===== src/sv/tavc_pkg.sv =====
`timescale 1ns / 1ps

package tavc_pkg;

    localparam int VELOCITY_BITS = 32;
    localparam int GAIN_W        = 16;
    localparam int LIMIT_W       = 31;
    localparam int TICK_W        = 16;
    localparam int DT_FRAC_BITS  = 20;

    localparam logic [TICK_W-1:0] TICK_LIMIT = TICK_W'(20971);

    localparam int PS_W   = VELOCITY_BITS + 1;
    localparam int FF_W   = VELOCITY_BITS + GAIN_W;
    localparam int ACC_W  = LIMIT_W + TICK_W;
    localparam int MAXD_W = ACC_W - DT_FRAC_BITS;
    localparam int SUM_W0 = ((PS_W + 8 > FF_W) ? PS_W + 8 : FF_W) + 1;
    localparam int SUM_W  = (SUM_W0 > LIMIT_W + 9) ? SUM_W0 : LIMIT_W + 9;
    localparam int SLEW_W = (VELOCITY_BITS + 2 > MAXD_W + 2) ? VELOCITY_BITS + 2 : MAXD_W + 2;

    localparam int IN_RAW_W  = 6 * VELOCITY_BITS + TICK_W;
    localparam int IN_W      = ((IN_RAW_W + 7) / 8) * 8;
    localparam int OUT_RAW_W = 2 * VELOCITY_BITS;
    localparam int OUT_W     = ((OUT_RAW_W + 7) / 8) * 8;

    localparam int ADDR_W = 5;
    localparam int DATA_W = 32;

    typedef enum logic [2:0]
    {
        REG_FF_GAIN   = 3'd0,
        REG_VMAX_PAN  = 3'd1,
        REG_VMAX_TILT = 3'd2,
        REG_AMAX_PAN  = 3'd3,
        REG_AMAX_TILT = 3'd4
    } reg_idx_t;

    typedef logic signed [VELOCITY_BITS-1:0] vel_t;

    typedef struct packed
    {
        logic [GAIN_W-1:0]  gain;
        logic [LIMIT_W-1:0] vmax;
        logic [LIMIT_W-1:0] amax;
    } lane_cfg_t;

    typedef struct packed
    {
        logic ld1;
        logic ld2;
        logic upd;
    } lane_ctrl_t;

endpackage


===== src/sv/tavc_cfg.sv =====
`timescale 1ns / 1ps

module tavc_cfg
(
    input  logic                         clk,
    input  logic                         rst_n,
    input  logic                         psel,
    input  logic                         penable,
    input  logic                         pwrite,
    input  logic [tavc_pkg::ADDR_W-1:0]  paddr,
    input  logic [tavc_pkg::DATA_W-1:0]  pwdata,
    output logic [tavc_pkg::DATA_W-1:0]  prdata,
    output logic                         pready,
    output tavc_pkg::lane_cfg_t          cfg_pan,
    output tavc_pkg::lane_cfg_t          cfg_tilt
);

    logic [tavc_pkg::GAIN_W-1:0]  gain_reg;
    logic [tavc_pkg::LIMIT_W-1:0] vmax_pan_reg;
    logic [tavc_pkg::LIMIT_W-1:0] vmax_tilt_reg;
    logic [tavc_pkg::LIMIT_W-1:0] amax_pan_reg;
    logic [tavc_pkg::LIMIT_W-1:0] amax_tilt_reg;
    tavc_pkg::reg_idx_t           idx;
    logic                         wr;

    assign pready = 1'b1;
    assign idx    = tavc_pkg::reg_idx_t'(paddr[tavc_pkg::ADDR_W-1:2]);
    assign wr     = psel & penable & pwrite & pready;

    always_ff @(posedge clk or negedge rst_n)
    begin
        if (!rst_n)
        begin
            gain_reg      <= tavc_pkg::GAIN_W'(256);
            vmax_pan_reg  <= '0;
            vmax_tilt_reg <= '0;
            amax_pan_reg  <= '0;
            amax_tilt_reg <= '0;
        end
        else if (wr)
        begin
            case (idx)
                tavc_pkg::REG_FF_GAIN:   gain_reg      <= pwdata[tavc_pkg::GAIN_W-1:0];
                tavc_pkg::REG_VMAX_PAN:  vmax_pan_reg  <= pwdata[tavc_pkg::LIMIT_W-1:0];
                tavc_pkg::REG_VMAX_TILT: vmax_tilt_reg <= pwdata[tavc_pkg::LIMIT_W-1:0];
                tavc_pkg::REG_AMAX_PAN:  amax_pan_reg  <= pwdata[tavc_pkg::LIMIT_W-1:0];
                tavc_pkg::REG_AMAX_TILT: amax_tilt_reg <= pwdata[tavc_pkg::LIMIT_W-1:0];
                default:
                begin
                end
            endcase
        end
    end

    always_comb
    begin
        case (idx)
            tavc_pkg::REG_FF_GAIN:   prdata = tavc_pkg::DATA_W'($signed(gain_reg));
            tavc_pkg::REG_VMAX_PAN:  prdata = tavc_pkg::DATA_W'(vmax_pan_reg);
            tavc_pkg::REG_VMAX_TILT: prdata = tavc_pkg::DATA_W'(vmax_tilt_reg);
            tavc_pkg::REG_AMAX_PAN:  prdata = tavc_pkg::DATA_W'(amax_pan_reg);
            tavc_pkg::REG_AMAX_TILT: prdata = tavc_pkg::DATA_W'(amax_tilt_reg);
            default:                 prdata = '0;
        endcase
    end

    assign cfg_pan.gain  = gain_reg;
    assign cfg_pan.vmax  = vmax_pan_reg;
    assign cfg_pan.amax  = amax_pan_reg;
    assign cfg_tilt.gain = gain_reg;
    assign cfg_tilt.vmax = vmax_tilt_reg;
    assign cfg_tilt.amax = amax_tilt_reg;

endmodule


===== config.mk =====
export PLATFORM = sky130hd
export DESIGN_NAME = tavc_cfg
export DESIGN_NICKNAME = d
export VERILOG_FILES = /design/src/sv/tavc_pkg.sv /design/src/sv/tavc_cfg.sv
export SDC_FILE = /design/constraint.sdc
export NUM_CORES = 1
export LEC_CHECK = 0
export BUFFER_PORTS_ARGS = -buffer_cell sky130_fd_sc_hd__buf_2
export CAP_MARGIN = 20
export CORE_AREA = 2 2 112 158
export CTS_BUF_LIST = sky130_fd_sc_hd__clkbuf_8
export DETAILED_ROUTE_END_ITERATION = 10
export DIE_AREA = 0 0 114 160
export GPL_TIMING_DRIVEN = 0
export PLACE_DENSITY = 0.68
export SLEW_MARGIN = 10
export SYNTH_ARGS = -nofsm -noshare
export SYNTH_HDL_FRONTEND = slang
export SYNTH_SLANG_ARGS = --single-unit

===== constraint.sdc =====
create_clock -name clk -period 1.4 [get_ports clk]
set_input_delay 0 -clock clk [delete_from_list [all_inputs] [get_ports clk]]
set_output_delay 0 -clock clk [all_outputs]
set_load 0.05 [all_outputs]

* After elaboration in Yosys (flattened, before gate mapping)
Cells that the tools add are included.
W data, S select, Z words.
** Storage, ports and cells
- Register bits :: 140
** Cells by class
- Reduce and logical (&&, ||, !) cells :: 6
- Mux-type cells :: 1
- Eq/ne operators :: 4
- Bitwise logic cells :: 2
** Operators by type and width (count)
- $pmux W32 S5 :: 1
- $reduce_and A2 Y1 :: 5
- $eq A3 B2 Y1 const B :: 2
- $eq A3 B1 Y1 const B :: 1
- $eq A3 B3 Y1 const B :: 1
- $logic_not A3 Y1 :: 1
- $and A1 B1 Y1 :: 2

* Logic depth before layout (Yosys ltp)
- Depth in word-level cells :: 3
- Gate-level depth with buffers :: 6
- Depth with buffers taken out :: 3

* Worst setup path after synthesis
OpenSTA, ideal clock, no wires.
- Kind :: flip-flop to output port
- From :: register vmax_pan_reg[0] (netlist bit)
- To :: output port prdata[0] (netlist bit)
- Setup slack :: -0.491 ns
- Required time :: 1.400 ns
- Stages on the path, launching flop included :: 3
- Arrival time :: 1.891 ns
- Cells stage by stage :: dfrtp_1 -> a22oi_1 -> o21ai_0
** Between the ends
- Cells in the longest elaborated chain, start to end :: 1
** Ends and longest elaborated chain
- start: declaration :: RTL line tavc_cfg.sv:19 : logic [tavc_pkg::LIMIT_W-1:0] vmax_pan_reg;
- start signal: assignment :: RTL line tavc_cfg.sv:44 : tavc_pkg::REG_VMAX_PAN: vmax_pan_reg <= pwdata[tavc_pkg::LIMIT_W-1:0];
- $pmux W32 S5 :: RTL line tavc_cfg.sv:57 : case (idx)
- end: declaration :: RTL line tavc_cfg.sv:12 : output logic [tavc_pkg::DATA_W-1:0] prdata,
No other way between the ends.

* Worst setup path after layout
- From :: register gain_reg[15] (netlist bit)
- To :: output port prdata[22] (netlist bit)
** Between the ends
- Cells in the longest elaborated chain, start to end :: 1
** Ends and longest elaborated chain
- start: declaration :: RTL line tavc_cfg.sv:18 : logic [tavc_pkg::GAIN_W-1:0] gain_reg;
- start signal: assignment :: RTL line tavc_cfg.sv:34 : gain_reg <= tavc_pkg::GAIN_W'(256);
- start signal: assignment :: RTL line tavc_cfg.sv:43 : tavc_pkg::REG_FF_GAIN: gain_reg <= pwdata[tavc_pkg::GAIN_W-1:0];
- $pmux W32 S5 :: RTL line tavc_cfg.sv:57
No other way between the ends.

==> impl_metrics.json <==
{
  "finalCriticalPeriod_ns": 1.71,
  "synthTopCellsByArea": "dfrtp_1, mux2_2, a32oi_1",
  "ys_warn_count": 0,
  "avgViaCountPerCell": 5.27,
  "hold_violations": 0,
  "worst_slack_ns": -0.314,
  "grt_busiest_layer": "met2",
  "grt_use_total_pct": 23.2,
  "routed_wl_mm": 21.0,
  "regToRegEndpoint": "vmax_tilt_reg[8]",
  "p_int_mw": 9.10,
  "slew_headroom_pct": 26.5,
  "final-max-slew-violation-count": 0,
  "startpoint_type": "flip-flop",
  "gp_congestion": 0.788,
  "violations": "negative setup slack",
  "yosysTopAreaCellShare_pct": 52.6,
  "drcViolationCount": 0,
  "ir_drop_mv": 1.28,
  "hold_class": "input port to flip-flop",
  "placementRows": 57,
  "ff2ff_setup_slack_ns": 0.36,
  "grt_use_met2_pct": 41.2,
  "p_sw_mw": 7.31,
  "wl_per_cell_um": 20.4,
  "ioPinCount": 231,
  "cp.arrival_ns": 1.71,
  "end_kind": "output port",
  "leakage_nw": 4.92,
  "fin_nets": 849,
  "overflow": 0,
  "cts_tree": "done",
  "tns_ns": -6.88,
  "path_class": "flip-flop to output port",
  "clk_pin_slew_ns": 0.08,
  "ys_ff_latch": 140,
  "critical_path_required_ns": 1.40,
  "grt_pass1_vias": 5927,
  "skew_ns": 0,
  "grtUsageMet3_pct": 5.73,
  "seqPwrFrac_pct": 33.4,
  "async_reset_ff_share_pct": 100,
  "syn_to_final_growth_pct": 45.8,
  "antenna_left": 0,
  "synth_nets": 532,
  "synthCells": 490,
  "power_density_nw_per_um2": 1700,
  "antenna_found_initial": 0,
  "timing.final.crit_share_pct": 122,
  "num_vias": 5409,
  "hold_depth": 4,
  "clockRootBuffer": "clkbuf_8",
  "fin_util_pct": 56.8,
  "grt_max_degree": 78,
  "yosysMostFrequentCell": "mux2_2",
  "cts_buffer_depth": 2,
  "fmax_ghz": 0.583,
  "cp_max_fo": 5,
  "cts_max_level": 4,
  "setup_viol": 34,
  "layout-drive-gt1-share_pct": 67.1,
  "r2r_start": "vmax_tilt_reg[8]",
  "dieArea_um2": 18200,
  "netlist.top_cell.by_area": "dfrtp_1",
  "start_util_pct": 39.0,
  "die_x_um": 114,
  "grt_first_pass_wirelength_mm": 32.3,
  "hold_start": "paddr[3]",
  "clock_latency_ns": 0.44,
  "outcome": "complete, but fails checks",
  "netlist_area_um2": 6610,
  "switching_share_pct": 44.5,
  "syn_avg_cell_area_um2": 13.5,
  "post-dp-hpwl_mm": 14.3,
  "numPortBuffers": 225,
  "clock_sinks": 140,
  "tightestPinTransition_ns": 1.10,
  "yosysSeqAreaShare_pct": 53.0,
  "core-area_um2": 17000,
  "pwr-share-comb_pct": 45.2,
  "numCtsBuffers": 17,
  "drv_cap": 0,
  "rsz0062_at_grt": "true",
  "rr_worst_depth": 3,
  "dr.pass1.iters": 4,
  "synth_ff_type": "dfrtp_1",
  "yosysUniqueCellTypes": 32,
  "die_y_um": 160,
  "met1_usage_pct": 26.2,
  "diodes": 0,
  "p_clk_share_pct": 21.4,
  "whs_endpoint": "amax_pan_reg[30]",
  "synth-edff-count": 0,
  "drt-initial-drc-count": 215,
  "synth_common_cells": "mux2_2, dfrtp_1, buf_4"
}
-- power by group through the flow --
stage               clock, mW  combinational (mW)  sequential, mW
finish                   3.51                7.41            5.48
global route             3.75                7.69            5.57
CTS                      3.60                7.31            5.45
detailed placement          0                6.59            5.57
global placement            0                6.50            5.51
floorplan                   0                2.20            8.25
-- cells in the final DEF, fill, tap and decap left out, drive strengths merged --
cell type,instances
nor3b,1
o211ai,1
o21ai,18
a32oi,18
a22oi,18
a21boi,1
conb,1
dfrtp,139
nand4,1
mux2,159
nand2b,3
nand2,14
nand3,1
nor2,20
mux2i,12
bufinv,3
clkinv,3
nand4b,1
clkbuf,31
a21oi,12
clkinvlp,3
dlygate4sd3,33
buf,306
or2,1
dfstp,1
a211o,12
inv,3
nor2b,4
-- metal layers --
metal | wire length (um) | vias to the layer above
li1 | - | 2417
met1 | 7980 | 2749
met2 | 11200 | 196
met3 | 1140 | 47
met4 | 606 | 0
met5 | 0 | -
-- logic make-up after synthesis --
family	Yosys count	synth area share, %
DFF	140	53.0
AOI/OAI and AO/OA	80	8.52
buffers and inverters	52	5.37
other	1	0.0567
muxes	171	28.9
and+or+nand+nor	46	4.14
-- stage by stage --
step / instances / worst slack (ns) / power [mW] / cell area [um^2] / hold WS [ns]
3_3_place_gp: 921 / -1.72 / 12.0 / 8080 / 0.255
2_1_floorplan: 490 / -0.196 / 10.5 / 6700 / -0.296
3_5_place_dp: 922 / -0.562 / 12.2 / 8120 / 0.0279
6_report: 1026 / -0.314 / 16.4 / 9640 / 0.0442
4_1_cts: 1019 / -0.346 / 16.4 / 9530 / 0.0133
5_1_grt: 1026 / -0.370 / 17.0 / 9640 / 0.0320
-- final cells by class --
cell class	count	area, um^2
Fill cell	1409	7330
Clock buffer	21	289
Tap cell	206	258
Timing Repair Buffer	298	2040
Clock inverter	11	140
Multi-Input combinational cell	298	3020
Sequential cell	140	3510
Buffer	51	388
Inverter	1	3.75
-- worst max-delay path, stage by stage, from the launching register on --
cell     delay (ns)
dfrtp_2        0.44
buf_12         0.14
mux2_2         0.26
a32oi_2        0.17
o21ai_2        0.08
buf_6          0.16
-- how the worst max path moves through the flow --
stage	start	end	slack, ns	cells after the start
final	gain_reg[15]	prdata[22]	-0.31	5
after global routing	gain_reg[15]	prdata[26]	-0.37	5
after CTS	gain_reg[15]	prdata[24]	-0.35	5
after detailed placement	paddr[4]	prdata[10]	-0.56	7
after global placement	rst_n	gain_reg[15]	-1.72	1
after floorplan	gain_reg[15]	prdata[16]	-0.20	3
-- repair_timing --
action	CTS	global route
gates cloned	0	1
endpoints found under the hold margin	203	0
endpoints found under the setup margin	32	35
setup buffers	32	6
pin swaps	18	2
hold buffers	33	0
resized for setup	101	16
Power figures use the tool's default switching activity.
