## config.mk

```make
export PLATFORM = sky130hd
export DESIGN_NAME = tavc_lane
export DESIGN_NICKNAME = d
export VERILOG_FILES = /design/src/sv/tavc_pkg.sv /design/src/sv/tavc_lane.sv
export SDC_FILE = /design/constraint.sdc
export NUM_CORES = 2
export LEC_CHECK = 0
export ABC_AREA = 1
export BUFFER_PORTS_ARGS = -buffer_cell sky130_fd_sc_hd__buf_4
export CAP_MARGIN = 20
export CORE_MARGIN = 8
export CORE_UTILIZATION = 30
export CTS_CLUSTER_DIAMETER = 30
export DETAILED_ROUTE_END_ITERATION = 10
export PLACE_DENSITY = 0.58
export SETUP_SLACK_MARGIN = 0.05
export SYNTH_ARGS = -nofsm -noshare
export SYNTH_HDL_FRONTEND = slang
export SYNTH_SLANG_ARGS = --single-unit
```

## constraint.sdc

```tcl
create_clock -name clk -period 4.8 [get_ports clk]
set_input_delay 0.24 -clock clk [delete_from_list [all_inputs] [get_ports clk]]
set_output_delay 0.24 -clock clk [all_outputs]
set_load 0.005 [all_outputs]
```

## src/sv/tavc_pkg.sv

```systemverilog
`timescale 1ns / 1ps

package tavc_pkg;

    localparam int VELOCITY_BITS = 32;
    localparam int GAIN_W        = 16;
    localparam int LIMIT_W       = 31;
    localparam int TICK_W        = 16;
    localparam int DT_FRAC_BITS  = 20;

    localparam logic [TICK_W-1:0] TICK_LIMIT = TICK_W'(20971);

    localparam int PS_W   = VELOCITY_BITS + 1;
    localparam int FF_W   = VELOCITY_BITS + GAIN_W;
    localparam int ACC_W  = LIMIT_W + TICK_W;
    localparam int MAXD_W = ACC_W - DT_FRAC_BITS;
    localparam int SUM_W0 = ((PS_W + 8 > FF_W) ? PS_W + 8 : FF_W) + 1;
    localparam int SUM_W  = (SUM_W0 > LIMIT_W + 9) ? SUM_W0 : LIMIT_W + 9;
    localparam int SLEW_W = (VELOCITY_BITS + 2 > MAXD_W + 2) ? VELOCITY_BITS + 2 : MAXD_W + 2;

    localparam int IN_RAW_W  = 6 * VELOCITY_BITS + TICK_W;
    localparam int IN_W      = ((IN_RAW_W + 7) / 8) * 8;
    localparam int OUT_RAW_W = 2 * VELOCITY_BITS;
    localparam int OUT_W     = ((OUT_RAW_W + 7) / 8) * 8;

    localparam int ADDR_W = 5;
    localparam int DATA_W = 32;

    typedef enum logic [2:0]
    {
        REG_FF_GAIN   = 3'd0,
        REG_VMAX_PAN  = 3'd1,
        REG_VMAX_TILT = 3'd2,
        REG_AMAX_PAN  = 3'd3,
        REG_AMAX_TILT = 3'd4
    } reg_idx_t;

    typedef logic signed [VELOCITY_BITS-1:0] vel_t;

    typedef struct packed
    {
        logic [GAIN_W-1:0]  gain;
        logic [LIMIT_W-1:0] vmax;
        logic [LIMIT_W-1:0] amax;
    } lane_cfg_t;

    typedef struct packed
    {
        logic ld1;
        logic ld2;
        logic upd;
    } lane_ctrl_t;

endpackage

```

## src/sv/tavc_lane.sv

```systemverilog
`timescale 1ns / 1ps

module tavc_lane
(
    input  logic                              clk,
    input  logic                              rst_n,
    input  tavc_pkg::lane_ctrl_t              ctrl,
    input  tavc_pkg::lane_cfg_t               cfg,
    input  tavc_pkg::vel_t                    pos,
    input  tavc_pkg::vel_t                    stab,
    input  tavc_pkg::vel_t                    ff,
    input  logic [tavc_pkg::TICK_W-1:0]       tick,
    output tavc_pkg::vel_t                    held
);

    logic signed [tavc_pkg::PS_W-1:0]   pos_stab_next;
    logic signed [tavc_pkg::PS_W-1:0]   pos_stab_reg;
    logic signed [tavc_pkg::FF_W-1:0]   ff_prod_next;
    logic signed [tavc_pkg::FF_W-1:0]   ff_prod_reg;
    logic [tavc_pkg::ACC_W-1:0]         acc_prod;
    logic [tavc_pkg::MAXD_W-1:0]        maxd_next;
    logic [tavc_pkg::MAXD_W-1:0]        maxd1_reg;
    logic [tavc_pkg::MAXD_W-1:0]        maxd2_reg;

    logic signed [tavc_pkg::SUM_W-1:0]  sum;
    logic signed [tavc_pkg::SUM_W-1:0]  lim_scaled;
    logic signed [tavc_pkg::SUM_W-1:0]  lim_wide;
    logic signed [tavc_pkg::SUM_W-1:0]  rnd;
    logic signed [tavc_pkg::SUM_W-1:0]  clamped;
    logic signed [tavc_pkg::SUM_W-1:0]  vtop;
    logic signed [tavc_pkg::SUM_W-1:0]  vbot;
    logic signed [tavc_pkg::SUM_W-1:0]  saturated;
    tavc_pkg::vel_t                     desired_next;
    tavc_pkg::vel_t                     desired_reg;

    logic signed [tavc_pkg::SLEW_W-1:0] delta;
    logic signed [tavc_pkg::SLEW_W-1:0] maxd_wide;
    logic signed [tavc_pkg::SLEW_W-1:0] step_up;
    logic signed [tavc_pkg::SLEW_W-1:0] step_dn;
    tavc_pkg::vel_t                     held_next;
    tavc_pkg::vel_t                     held_reg;

    // stage 1: operand sum and both products
    assign pos_stab_next = tavc_pkg::PS_W'(pos) + tavc_pkg::PS_W'(stab);
    assign ff_prod_next  = ff * $signed(cfg.gain);
    assign acc_prod      = tavc_pkg::ACC_W'(cfg.amax) * tavc_pkg::ACC_W'(tick);
    assign maxd_next     = acc_prod[tavc_pkg::ACC_W-1:tavc_pkg::DT_FRAC_BITS];

    // stage 2: velocity clamp, round half up, range saturation
    assign sum        = (tavc_pkg::SUM_W'(pos_stab_reg) <<< 8) + tavc_pkg::SUM_W'(ff_prod_reg);
    assign lim_scaled = signed'({{(tavc_pkg::SUM_W - tavc_pkg::LIMIT_W - 8){1'b0}},
                                 cfg.vmax, 8'h00});
    assign lim_wide   = signed'({{(tavc_pkg::SUM_W - tavc_pkg::LIMIT_W){1'b0}}, cfg.vmax});
    assign rnd        = (sum + tavc_pkg::SUM_W'(128)) >>> 8;
    assign vtop       = signed'({{(tavc_pkg::SUM_W - tavc_pkg::VELOCITY_BITS + 1){1'b0}},
                                 {(tavc_pkg::VELOCITY_BITS - 1){1'b1}}});
    assign vbot       = ~vtop;

    always_comb
    begin
        if (sum > lim_scaled)
        begin
            clamped = lim_wide;
        end
        else if (sum < -lim_scaled)
        begin
            clamped = -lim_wide;
        end
        else
        begin
            clamped = rnd;
        end

        if (clamped > vtop)
        begin
            saturated = vtop;
        end
        else if (clamped < vbot)
        begin
            saturated = vbot;
        end
        else
        begin
            saturated = clamped;
        end
    end

    assign desired_next = saturated[tavc_pkg::VELOCITY_BITS-1:0];

    // stage 3: slew limit against the held value
    assign delta     = tavc_pkg::SLEW_W'(desired_reg) - tavc_pkg::SLEW_W'(held_reg);
    assign maxd_wide = signed'({{(tavc_pkg::SLEW_W - tavc_pkg::MAXD_W){1'b0}}, maxd2_reg});
    assign step_up   = tavc_pkg::SLEW_W'(held_reg) + maxd_wide;
    assign step_dn   = tavc_pkg::SLEW_W'(held_reg) - maxd_wide;

    always_comb
    begin
        if (delta > maxd_wide)
        begin
            held_next = step_up[tavc_pkg::VELOCITY_BITS-1:0];
        end
        else if (delta < -maxd_wide)
        begin
            held_next = step_dn[tavc_pkg::VELOCITY_BITS-1:0];
        end
        else
        begin
            held_next = desired_reg;
        end
    end

    always_ff @(posedge clk)
    begin
        if (ctrl.ld1)
        begin
            pos_stab_reg <= pos_stab_next;
            ff_prod_reg  <= ff_prod_next;
            maxd1_reg    <= maxd_next;
        end
        if (ctrl.ld2)
        begin
            desired_reg <= desired_next;
            maxd2_reg   <= maxd1_reg;
        end
    end

    always_ff @(posedge clk or negedge rst_n)
    begin
        if (!rst_n)
        begin
            held_reg <= '0;
        end
        else if (ctrl.upd)
        begin
            held_reg <= held_next;
        end
    end

    assign held = held_reg;

endmodule

```

# [Word level (Yosys, flattened, before mapping)]
# Cells that the tools add are included.
[totals] wordCells=28 register_bits=199 latchBits=0 mem_bits_rw=0 romBits=0 mem_count=0 input_bits=195 output_inout_bits=32
[op_classes] muxes=5 n_eq_ne=0 bitwise=0 n_lt_le_gt_ge=6 multipliers=2 div=0 n_shift=0 reduce_logical=0 n_addsub=9
[ops] op="$mux 49" count=2
[ops] op="$mux 32" count=3
[ops] op="$add 41x48->49" count=1
[ops] op="$add 49x9->49 const B" count=1
[ops] op="$gt 49x32->1 const B" count=1
[ops] op="$gt 49x40->1" count=1
[ops] op="$lt 49x32->1 const B" count=1
[ops] op="$lt 49x49->1" count=1
[ops] op="$neg 31->49" count=1
[ops] op="$neg 39->49" count=1
[ops] op="$mul 32x16->48" count=1
[ops] op="$mul 31x16->47" count=1
[ops] op="$lt 33x34->1" count=1
[ops] op="$neg 27->34" count=1
[ops] op="$add 32x32->33" count=1
[ops] op="$gt 33x28->1" count=1
[ops] op="$sub 32x32->33" count=1
[ops] op="$add 32x28->32" count=1
[ops] op="$sub 32x28->32" count=1

# [Logic depth before layout (Yosys ltp)]
[depth] ltp_word=6 ltp_mapped=39

# [Worst setup path after synthesis]
# OpenSTA, ideal clock, no wires.
[synth_timing] path_kind="input-to-reg" startpoint="input port cfg[9] (netlist name)" endpoint="register maxd1_reg[17] (netlist name), data pin" arrival_ns=5.817 slack_ns=-1.270 cell_stages=26 path_cell_list="clkbuf_1 > clkbuf_1 > nand2_1 > fa_1 > inv_1 > fa_1 > inv_1 > fa_1 > inv_1 > fa_1 > inv_1 > fa_1 > inv_1 > fa_1 > ha_1 > a21oi_1 > o21a_1 > a21oi_1 > a2111o_1 > a21oi_1 > o31ai_1 > a21oi_1 > or2_2 > nand2_1 > nand2_1 > nand2_1"
[synth_via] elab_chain_cells=1
[synth_lines] element="start, declared" line_no="tavc_lane.sv:8" rtl="input tavc_pkg::lane_cfg_t cfg,"
[synth_lines] element="$mul 31x16->47" line_no="tavc_lane.sv:46" rtl="assign acc_prod = tavc_pkg::ACC_W'(cfg.amax) * tavc_pkg::ACC_W'(tick);"
[synth_lines] element="net acc_prod, one bit" line_no="tavc_lane.sv:20" rtl="logic [tavc_pkg::ACC_W-1:0] acc_prod;"
[synth_lines] element="end signal, assigned" line_no="tavc_lane.sv:118" rtl="maxd1_reg <= maxd_next;"
[synth_lines] element="end, declared" line_no="tavc_lane.sv:22" rtl="logic [tavc_pkg::MAXD_W-1:0] maxd1_reg;"
# The timed path passes the listed nets, and every way through them passes these cells.
# A chain may end at the register's enable or synchronous reset.

# [Final worst setup path]
[layout_timing] startpoint="input port tick[4] (netlist name)" endpoint="register maxd1_reg[17] (netlist name), data pin"
[layout_via] elab_chain_cells=1
[layout_lines] element="start, declared" line_no="tavc_lane.sv:12" rtl="input logic [tavc_pkg::TICK_W-1:0] tick,"
[layout_lines] element="$mul 31x16->47" line_no="tavc_lane.sv:46"
[layout_lines] element="net acc_prod, one bit" line_no="tavc_lane.sv:20"
# The timed path passes the listed nets, and every way through them passes these cells.

==> out/summary.log <==
INFO  floorplan      initial_utilization=30.2%
INFO  synthesis      syn_avg_cell_area=7.41um2
INFO  clocking       ctsHtreeMaxLevel=4
INFO  routing        avgViaCountPerCell=4.71
INFO  worst_hold_path worstHoldStart=stab[0]
INFO  synthesis      synth-seq-area-share=10.2%
INFO  setup_path     critical_path_data_required_time=5.07ns
INFO  setup_path     start_kind=primary input
INFO  floorplan      design.core.area=188000um2
INFO  floorplan      die-area=203000um2
INFO  floorplan      num_io_pins=227
INFO  setup_path     regToRegSetupSlack=-0.09ns
INFO  floorplan      std_cell_rows=159
INFO  clocking       clock_insertion_delay_worst_skew=0.50ns
INFO  routing        sum_of_routed_wire_length_over_all_layers=190mm
INFO  routing        drt_first_pass_iters=5
INFO  setup_path     critPathCaptureType=flop
INFO  place          dpl.cell_count=10900
INFO  floorplan      fp.dieW=451um
INFO  synthesis      netlist_area=56800um2
INFO  sta            worst_slew_margin_rel=32.0%
INFO  routing        drc=0
INFO  finish         final_net_count=10200
INFO  global_route   antenna_found_initial=13
INFO  synthesis      most_used_flip_flop_cell_after_synthesis=edfxtp_1
INFO  worst_hold_path whs_endpoint=pos_stab_reg[0]
INFO  outcome        violations=negative setup slack
INFO  global_route   largest_net_degree_at_the_start_of_global_routing=79
INFO  job            drv_cap=0
INFO  sta            clock_skew=0.0181ns
INFO  routing        routedWlPerCell=17.1um
INFO  setup_path     timing.setup.critical_path_class=primary input to flop
INFO  sta            timing.fmax=187MHz
INFO  finish         synthToLayoutAreaGrowth=30.9%
INFO  clocking       cts_sinks=199
INFO  place          place.detailed.hpwl=163mm
INFO  sta            tightestPinTransition=1.02ns
INFO  synthesis      syn_nets=9271
INFO  routing        first_iter_violations=3102
INFO  setup_path     r2r_end=held[23]
INFO  sta            finalHoldViolations=0
INFO  setup_path     worst_r2r_startpoint=desired_reg[0]
INFO  setup_path     crit_start=tick[4]
INFO  sta            slew_viol_final=0
INFO  synthesis      synth_enable_flop_cells=167
INFO  clocking       cts_buffer_depth=2
INFO  synthesis      ff_latch_count_synth=199
INFO  finish         layout-drive-gt1-share=24.5%
INFO  clocking       clk_root_buffer_cell=clkbuf_16
INFO  setup_path     crit_arrival=5.62ns
INFO  global_route   grt_pass1_wl=299mm
INFO  finish         largest_register_ffs=48
INFO  sta            final.period_utilization=111%
INFO  synthesis      post_synth_num_cell_types=60
INFO  sta            timing.final.ws_setup=-0.550ns
INFO  clocking       cts_tree=yes
INFO  synthesis      synth.yosys.warnings=0
INFO  worst_hold_path worst_hold_path.num_cells=2
INFO  sta            setup_viol_count_final=79
INFO  global_route   gr-usage-all-layers=18.3%
INFO  outcome        status=finished with violations
INFO  floorplan      die_height=451um
INFO  global_route   grt_remaining_overflow=0
INFO  synthesis      asyncSetResetFlopFracSynth=16.1%
INFO  worst_hold_path timing.hold.worst.class=primary input to flop
INFO  finish         fillers=19000
INFO  place          number_of_port_buffers=226
INFO  finish         final_cell_count_no_fill=11100
INFO  place          gp_routability_congestion=0.954
INFO  clocking       cts_clk_pin_slew_worst_paths=0.09ns
INFO  setup_path     reg2reg_depth=32
INFO  global_route   grt_pass1_vias=55000
INFO  synthesis      netlist_instances=7659
INFO  sta            rsz0062_at_grt=true
INFO  setup_path     crit_fanout=8
INFO  sta            layout_min_cycle_time=5.35ns
INFO  clocking       numCtsBuffers=17
INFO  routing        route.antenna.remaining_nets=0
INFO  routing        number_of_vias_after_detailed_routing=52400
[through the flow]
| stage | setup slack, ns | setup TNS [ns] | hold slack [ns] | utilization (%) | instance area, um2 |
|---|---|---|---|---|---|
| finish | -0.550 | -18.49 | 0.0908 | 39.5 | 74300 |
| detailed placement | -1.22 | -76.55 | 0.254 | 36.2 | 68100 |
| floorplan | -0.882 | -21.86 | -0.0556 | - | 58700 |
| global route | -0.688 | -38.08 | 0.0547 | 39.5 | 74300 |
| global placement | -1.21 | -75.24 | 0.252 | 36.2 | 68100 |
| CTS | -0.540 | -13.78 | 0.0606 | 38.2 | 71900 |
[what timing repair did]
action,in CTS,in global routing
endpoints found under the setup margin,119,126
gates cloned,8,7
hold buffers,1,0
hold endpoints to repair,32,0
setup buffers,104,59
pin swaps,224,223
gates resized for setup,588,478
[routing by layer]
| layer | routed length (um) | global-route usage [%] |
|---|---|---|
| met5 | 61 | 0 |
| met4 | 7930 | 6.76 |
| met3 | 9430 | 2.10 |
| met2 | 88800 | 30.6 |
| met1 | 83900 | 24.3 |
[cell usage in the layout (no fill, tap or decap), types with 54 or more instances in the layout]
| cell | instances |
|---|---|
| fa_1 | 851 |
| buf_4 | 948 |
| xor2_1 | 171 |
| a21oi_2 | 79 |
| nand3_1 | 197 |
| buf_12 | 74 |
| inv_2 | 79 |
| ha_4 | 73 |
| o21ai_1 | 54 |
| nor2_2 | 58 |
| inv_1 | 1726 |
| ha_1 | 439 |
| nand3_2 | 56 |
| nor2_1 | 312 |
| edfxtp_1 | 167 |
| nand2_1 | 1840 |
| nand2_4 | 70 |
| buf_6 | 108 |
| o21ai_0 | 149 |
| a21oi_1 | 247 |
| nand4_1 | 72 |
| nand2_2 | 199 |
[cell families (layout without fill, tap and decap cells)]
| kind of cell | Yosys count | after routing | synth area share, % |
|---|---|---|---|
| fa+ha+maj | 1417 | 1417 | 43.1 |
| other cells | 0 | 6 | 0 |
| simple gates | 2986 | 2986 | 21.8 |
| xor+xnor | 238 | 238 | 3.69 |
| flops | 199 | 199 | 10.2 |
| buf+inv | 2068 | 3026 | 13.9 |
| compound gates | 751 | 751 | 7.32 |
[cells in the mapped netlist, drive strengths merged (4+ instances only)]
cell type / instances / area [um2]
a211oi: 4 / 30.0
a21boi: 13 / 97.6
a21o: 18 / 135
a21oi: 348 / 1750
a221oi: 4 / 35.0
a31oi: 44 / 275
buf: 16 / 131
clkbuf: 236 / 916
clkinv: 4 / 15.0
dfrtp: 32 / 801
edfxtp: 167 / 5010
fa: 894 / 17900
ha: 523 / 6540
inv: 1810 / 6790
nand2: 2115 / 8120
nand3: 261 / 1350
nand3b: 8 / 60.1
nand4: 73 / 463
nor2: 403 / 1650
nor3: 55 / 280
nor4: 31 / 194
o211ai: 25 / 188
o21a: 20 / 150
o21ai: 232 / 1160
o21bai: 10 / 75.1
o221ai: 5 / 43.8
o22ai: 7 / 43.8
o31ai: 9 / 67.6
or2: 35 / 221
xnor2: 51 / 454
xor2: 187 / 1640
[critical path: stages]
cell and delay [ns]:
buf_12 0.12, buf_12 0.12, nand2_4 0.04, fa_1 0.51, inv_2 0.04, fa_1 0.54, inv_2 0.04, fa_1 0.49
inv_1 0.05, fa_1 0.47, inv_1 0.05, fa_1 0.54, inv_2 0.04, fa_1 0.55, ha_4 0.24, a21oi_4 0.13
o21a_1 0.16, a21oi_2 0.06, a2111o_1 0.42, a21oi_4 0.19, o31ai_4 0.10, a21oi_2 0.17, or2_4 0.13, nand2_1 0.04
nand2_1 0.05, nand2_1 0.05
[area by class of cell]
type,count,area (um2),area share [%]
Multi-Input combinational cell,5392,47100,63.5
Timing Repair Buffer,1180,10700,14.5
Inverter,1814,6830,9.19
Sequential cell,199,5820,7.83
Tap cell,2495,3120,4.20
Clock buffer,17,425,0.573
Clock inverter,15,206,0.278
Antenna cell,6,15.0,0.0202
[worst max-delay path by stage]
stage                                 end  slack (ns)  cells past startpoint
after floorplan             maxd1_reg[17]       -0.88                     26
after global routing        maxd1_reg[26]       -0.69                     29
after detailed placement  ff_prod_reg[46]       -1.22                     24
after global placement      maxd1_reg[24]       -1.21                     27
after CTS                 ff_prod_reg[46]       -0.54                     24
final                       maxd1_reg[17]       -0.55                     26
Power is left out: the tool's default activity adds up to more than one toggle a clock period on the data nets, which glitch-free logic cannot reach.
